===== config.mk =====
export PLATFORM = sky130hd
export DESIGN_NAME = tsi_interp
export DESIGN_NICKNAME = d
export VERILOG_FILES = /design/src/rtl/core/tsi_pkg.sv /design/src/rtl/core/tsi_interp.sv
export SDC_FILE = /design/constraint.sdc
export NUM_CORES = 1
export LEC_CHECK = 0
export BUFFER_PORTS_ARGS = -buffer_cell sky130_fd_sc_hd__buf_2
export CAP_MARGIN = 40
export CORE_MARGIN = 2
export CORE_UTILIZATION = 64
export DETAILED_ROUTE_END_ITERATION = 16
export GPL_ROUTABILITY_DRIVEN = 0
export PLACE_DENSITY = 0.87
export SLEW_MARGIN = 0
export SYNTH_ARGS = -nofsm -noshare
export SYNTH_HDL_FRONTEND = slang
export SYNTH_SLANG_ARGS = --single-unit
export TNS_END_PERCENT = 50

===== constraint.sdc =====
create_clock -name i_clk -period 6.11 [get_ports i_clk]
set_input_delay 0.3055 -clock i_clk [delete_from_list [all_inputs] [get_ports i_clk]]
set_output_delay 0.3055 -clock i_clk [all_outputs]
set_load 0.05 [all_outputs]

===== src/rtl/core/tsi_pkg.sv =====
// Shared types and constants of the trajectory sample interpolator.
// Holds the request and result payload structs, operation codes and field widths.
// No dependencies.
`timescale 1ns / 1ps
`default_nettype none

package tsi_pkg;

    // Default sizes handed to the top level parameters.
    localparam int MAX_ROWS_DEF    = 1024;
    localparam int JOINTS_DEF      = 8;
    localparam int VALUE_WIDTH_DEF = 32;

    // Fixed field widths of the request and result channels.
    localparam int FUNC_W      = 2;
    localparam int ROW_W       = 10;
    localparam int JOINT_W     = 3;
    localparam int QTY_W       = 2;
    localparam int IN_W        = 32;
    localparam int OUT_W       = 32;
    localparam int QTY_N       = 4;

    // Configuration register widths and reset values.
    localparam int ROW_COUNT_W    = 11;
    localparam int PHASE_W        = 17;
    localparam int JOINT_EN_W     = 8;
    localparam int CFG_IDX_W      = 2;
    localparam int CFG_DATA_W     = 17;
    localparam int ROW_COUNT_RST  = 2;
    localparam int PHASE_STEP_RST = 65536;
    localparam int MIN_ROWS       = 2;

    // Phase arithmetic: one whole row is 1.0 in Q1.16.
    localparam int ONE_ROW    = 65536;
    localparam int FRAC_W     = 16;
    localparam int ROUND_HALF = 32768;

    typedef enum logic [FUNC_W-1:0] {
        FUNC_LOAD  = 2'd0,
        FUNC_START = 2'd1,
        FUNC_TICK  = 2'd2
    } t_func;

    typedef enum logic [CFG_IDX_W-1:0] {
        CFG_ROW_COUNT     = 2'd0,
        CFG_PHASE_STEP    = 2'd1,
        CFG_REPEAT_ENABLE = 2'd2,
        CFG_JOINT_ENABLE  = 2'd3
    } t_cfg_idx;

    typedef struct packed {
        logic [FUNC_W-1:0]       func;
        logic [ROW_W-1:0]        row;
        logic [JOINT_W-1:0]      joint;
        logic [QTY_W-1:0]        quantity;
        logic signed [IN_W-1:0]  sample_value;
    } t_req;

    typedef struct packed {
        logic [JOINT_W-1:0]      joint_id;
        logic signed [OUT_W-1:0] position;
        logic signed [OUT_W-1:0] velocity;
        logic signed [OUT_W-1:0] acceleration;
        logic signed [OUT_W-1:0] feedforward;
        logic                    done_res;
        logic                    last;
    } t_res;

endpackage

`default_nettype wire


===== src/rtl/core/tsi_interp.sv =====
// Serial linear interpolator: a + round((b - a) * phase / 2^16), one phase bit a cycle.
// Depends on tsi_pkg for the phase and output widths.
`timescale 1ns / 1ps
`default_nettype none

module tsi_interp #(
    parameter int VALUE_WIDTH = tsi_pkg::VALUE_WIDTH_DEF
) (
    input  wire logic                              i_clk,
    input  wire logic                              i_rst_n,
    input  wire logic                              i_start,
    input  wire logic signed [VALUE_WIDTH-1:0]     i_a,
    input  wire logic signed [VALUE_WIDTH-1:0]     i_b,
    input  wire logic [tsi_pkg::PHASE_W-1:0]       i_phase,
    output logic                                   o_done,
    output logic signed [tsi_pkg::OUT_W-1:0]       o_value
);
    import tsi_pkg::*;

    localparam int DW    = VALUE_WIDTH + 1;
    localparam int PW    = DW + PHASE_W + 1;
    localparam int CNT_W = $clog2(PHASE_W);

    logic                    r_busy;
    logic                    r_fin;
    logic                    r_done;
    logic [CNT_W-1:0]        r_cnt;
    logic signed [PW-1:0]    r_acc;
    logic signed [PW-1:0]    r_mcand;
    logic [PHASE_W-1:0]      r_mult;
    logic signed [VALUE_WIDTH-1:0] r_a;
    logic signed [OUT_W-1:0] r_value;

    logic signed [DW-1:0]    w_diff;
    logic signed [PW-1:0]    w_sum;
    logic signed [PW-1:0]    w_v;

    assign w_diff = DW'(i_b) - DW'(i_a);
    assign w_sum  = r_acc + (r_mult[0] ? r_mcand : PW'(0));
    // Arithmetic shift floors, which with the half added up front rounds half up.
    assign w_v    = PW'(r_a) + (r_acc >>> FRAC_W);

    always_ff @(posedge i_clk) begin
        if (!i_rst_n) begin
            r_busy <= 1'b0;
            r_fin  <= 1'b0;
            r_done <= 1'b0;
            r_cnt  <= '0;
        end else begin
            r_done <= 1'b0;
            if (i_start) begin
                r_busy <= 1'b1;
                r_cnt  <= '0;
            end else if (r_busy) begin
                if (r_cnt == CNT_W'(PHASE_W - 1)) begin
                    r_busy <= 1'b0;
                    r_fin  <= 1'b1;
                end else begin
                    r_cnt <= r_cnt + CNT_W'(1);
                end
            end else if (r_fin) begin
                r_fin  <= 1'b0;
                r_done <= 1'b1;
            end
        end
    end

    always_ff @(posedge i_clk) begin
        if (i_start) begin
            r_acc   <= PW'(ROUND_HALF);
            r_mcand <= PW'(w_diff);
            r_mult  <= i_phase;
            r_a     <= i_a;
        end else if (r_busy) begin
            r_acc   <= w_sum;
            r_mcand <= r_mcand <<< 1;
            r_mult  <= r_mult >> 1;
        end else if (r_fin) begin
            // The result lies between a and b, so the low bits carry it exactly.
            r_value <= w_v[OUT_W-1:0];
        end
    end

    assign o_done  = r_done;
    assign o_value = r_value;
endmodule

`default_nettype wire


# Word level (Yosys, flattened, before mapping)
# Cells that the tools add are included.
[totals]
ff_bits = 191
out_inout_bits = 33
[op_classes]
add_sub_neg = 4
eq_ne = 2
mux = 11
bitwise_logic = 4
n_reduce_logical = 6
[ops]
columns = ["cell", "count"]
rows = [
  ["2-to-1 mux 51 bit", 3],
  ["adder 51 bit", 1],
  ["2-to-1 mux 17 bit", 2],
  ["subtractor 32 x 32 -> 33 bit", 1],
  ["adder 32 bit", 1],
  ["2-to-1 mux 1 bit", 6],
  ["adder 5 x 1 -> 5 bit (second input constant)", 1],
  ["equality test 5 bit (second input constant)", 1],
  ["NOT 1 bit", 4],
  ["AND reduction 2 bit", 2],
  ["AND reduction 3 bit", 1],
  ["OR reduction 3 bit", 1],
  ["inequality test 2 x 1 -> 1 bit (second input constant)", 1],
  ["nonzero test 2 bit", 1],
  ["OR reduction 2 bit", 1],
]

# Depth between registers and ports, before layout
[depth]
depth_word = 4
mapped_depth = 14

# Least setup slack after synthesis
# Ideal clock, no wire load.
[synth_path]
path_type = "reg-to-reg"
from = "register r_mult[0]"
to = "register r_acc[47]"
setup_ns = 0.123
t_arrival_ns = 2.960
t_required_ns = 5.987
slack_ns = 3.026
stages_incl_launch_ff = 15
path_cell_list = "edfxtp_1 clkbuf_1 clkbuf_1 and2_1 ha_1 clkbuf_1 a21oi_1 o21ai_1 a2111oi_0 nor2_1 a31oi_4 a31o_4 o41ai_4 mux2i_1 mux2_1"
[synth_between]
elab_chain_cells = 2
[synth_lines]
columns = ["item", "line", "text"]
rows = [
  ["from (decl)", "tsi_interp.sv:30", "logic [PHASE_W-1:0] r_mult;"],
  ["from (signal assigned)", "tsi_interp.sv:72", "r_mult <= i_phase;"],
  ["from (signal assigned)", "tsi_interp.sv:77", "r_mult <= r_mult >> 1;"],
  ["2-to-1 mux 51 bit", "tsi_interp.sv:39", "assign w_sum = r_acc + (r_mult[0] ? r_mcand : PW'(0));"],
  ["adder 51 bit", "tsi_interp.sv:39", ""],
  ["to (signal assigned)", "tsi_interp.sv:70", "r_acc <= PW'(ROUND_HALF);"],
  ["to (signal assigned)", "tsi_interp.sv:75", "r_acc <= w_sum;"],
  ["to (decl)", "tsi_interp.sv:28", "logic signed [PW-1:0] r_acc;"],
]
# No other way between the ends.
# A chain may end at the register's enable or synchronous reset.

# Worst setup path after layout
[layout_path]
from = "register r_mult[0]"
to = "register r_acc[44]"
# The elaborated chain is that of the path after synthesis.

==> results.toml <==
[outcome]
status = "finished, final reports clean"

[detailed_routing]
wl_per_cell_microns = 18.49
vias_per_cell = 6.277
wl_microns = 31050
post-route-drc-count = 0
ant_nets = 0
dr.pass1.iters = 6
drt_iter0_markers = 1299
dr_total_vias = 10539

[die]
core-area_sq_um = 19590
ios = 117
start_util_pct = 65.81
die-area_sq_um = 21300
rows = 51
die_h_microns = 145.9
die_x_microns = 145.9

[grt]
grtUsageTotal_pct = 28.87
grt_max_degree = 67
grt_pass1_vias = 10236
antenna_found_initial = 0
overflow = 0
grt_pass1_wl_microns = 49540

[synth]
yosysUniqueCellTypes = 85
ys_seq_area_share_pct = 38.74
synth_ff_type = "edfxtp_1"
synth_edf_count = 129
synthTopCellsByArea = "edfxtp_1 (30%), ha_1 (11%), dfxtp_1 (8.7%)"
synth_fp_nets = 1501
synthArstFlopShare_pct = 0
synth_area_sq_um = 12890
netlist_instances = 1302
synth_warnings = 0
synth_top_cell_by_area = "edfxtp_1"
syn_avg_cell_area_sq_um = 9.902
synth_top_area_share_pct = 30.05
ys_seq_elements = 185

[sta]
tightestPinTransition_ps = 879.4
rsz0062_at_grt = "no"
slew_viol_final = 0
fin_worst_skew_ps = 9.818
hold_violations = 0
relSlewSlack_pct = 41.37
finalCritPeriodShare_pct = 61.33
setup_violations = 0
timing.setup.tns_ps = 0
period_needed_ps = 3747
fmax_mhz = 266.9

[clocking]
cts_tree = "done"
cts.hold.buffers_added = 0
htreeDepth = 4
cts_setup_buffers = 0
cts_num_sinks = 185
cts_buffers = 17
cts_max_path_buffers = 2
clk_pin_slew_ps = 70
worstSkewPairLatency_ps = 440
root_buffer = "clkbuf_16"
cts-resized-gates = 0

[min_path]
holdCritPathClass = "in2reg"

[layout]
drive_gt1_share_pct = 16.20
stdcell_area_sq_um = 14230
n_antenna_cell = 0
fin_cells = 1679
syn_to_final_growth_pct = 10.37
finalNetCount = 1600

[critical_path]
cp-end-kind = "register"
cp-start-kind = "register"
cp.arrival_ps = 4120
crit_fanout = 48
timing_worst_setup_path_type = "reg2reg"
required_ps = 6480

[placement]
placed_area_sq_um = 13650
dpl.cell_count = 1647
dp_hpwl_microns = 23310
portBuffers = 116

[flow_run]
cap_violations = 0

[pwr]
power.density_nw_per_um2 = 261.0
power.total_uw = 3714
p_leak_uw = 0.006284
max-vdd-ir-drop_mv = 0.2025
-- per-stage QoR --
step | util, % | hold slack, ps | setup WS, ps
global route | 72.64 | 48.58 | 2209
finish | 72.64 | 49.46 | 2363
global placement | 69.64 | 475.8 | 2591
CTS | 72.64 | 46.47 | 2447
detailed placement | 69.67 | 473.8 | 2493
floorplan | - | 404.4 | 3026
-- where the power goes --
group / internal, uW / switching, uW
Sequential: 1500 / 80.6
Combinational: 439 / 597
Clock: 599 / 501
Total: 2530 / 1180
-- Yosys cell counts, types with 18 or more instances --
cell type / number
edfxtp_1: 129
ha_1: 112
nor2_1: 106
a21oi_1: 94
nand2_1: 83
inv_1: 61
xnor2_1: 60
a21o_1: 57
and2_1: 56
dfxtp_1: 56
o21ai_0: 49
xor2_1: 36
mux2_2: 34
clkbuf_1: 33
nand3_1: 27
mux2i_1: 25
a211oi_1: 21
nand4_1: 18
o2bb2ai_1: 18
-- cell families after synthesis --
logic type               share of synthesized area, %
AND/OR/NAND/NOR                                 13.60
multiplexers                                    4.998
buffers and inverters                           3.533
XOR/XNOR                                        6.522
flip-flops                                      38.74
AO/OA/AOI/OAI                                   21.27
adder cells (fa/ha/maj)                         11.34
-- cells in the final DEF (no fill, tap or decap), types with 49 or more instances in the layout --
master / count
o21ai_0: 49
nor2_1: 106
xnor2_1: 60
nand2_1: 83
a21o_1: 57
a21oi_1: 94
edfxtp_1: 129
and2_1: 56
buf_2: 115
dfxtp_1: 55
inv_1: 60
ha_1: 112
-- sequential cells by signal, summed over array words and instances (netlist names) --
signal	flops
r_busy	1
o_done	1
r_fin	1
r_acc	48
o_value	32
r_mult	17
r_cnt	5
r_a	32
r_mcand	48
-- worst max-delay path: stages, from the launching register on --
cell	delay, ps
edfxtp_1	370
buf_4	260
and2_1	200
ha_1	220
fa_1	410
a21o_1	190
a221oi_2	390
o2bb2ai_1	210
a221oi_1	170
a21oi_1	340
a21oi_1	210
a2111oi_2	450
a32oi_1	140
o21ai_0	80
-- worst paths after layout --
check | from | endpoint | slack, ps | depth (start not counted)
worst max-delay path | r_mult[0] | r_acc[44] | 2360 | 13
worst min-delay path | i_a[6] | r_a[6] | 50 | 1
worst max register to register | r_mult[0] | r_acc[44] | 2360 | 13
worst min register to register | r_fin | o_done | 490 | 1
-- per-layer routing --
metal	up-vias	routed length [microns]	GRT usage (%)
met5	-	0	0
met4	0	1287	12.99
met3	108	2492	5.799
met2	485	14520	48.09
met1	4906	12750	36.39
li1	5040	-	-
-- cell type report --
class,instances,area (sq um)
Sequential cell,185,4996
Fill cell,1399,5360
Tap cell,265,331.6
Multi-Input combinational cell,1011,7442
Timing Repair Buffer,125,650.6
Clock inverter,12,113.9
Inverter,61,229.0
Clock buffer,20,466.7
(Power assumes the default switching activity.)
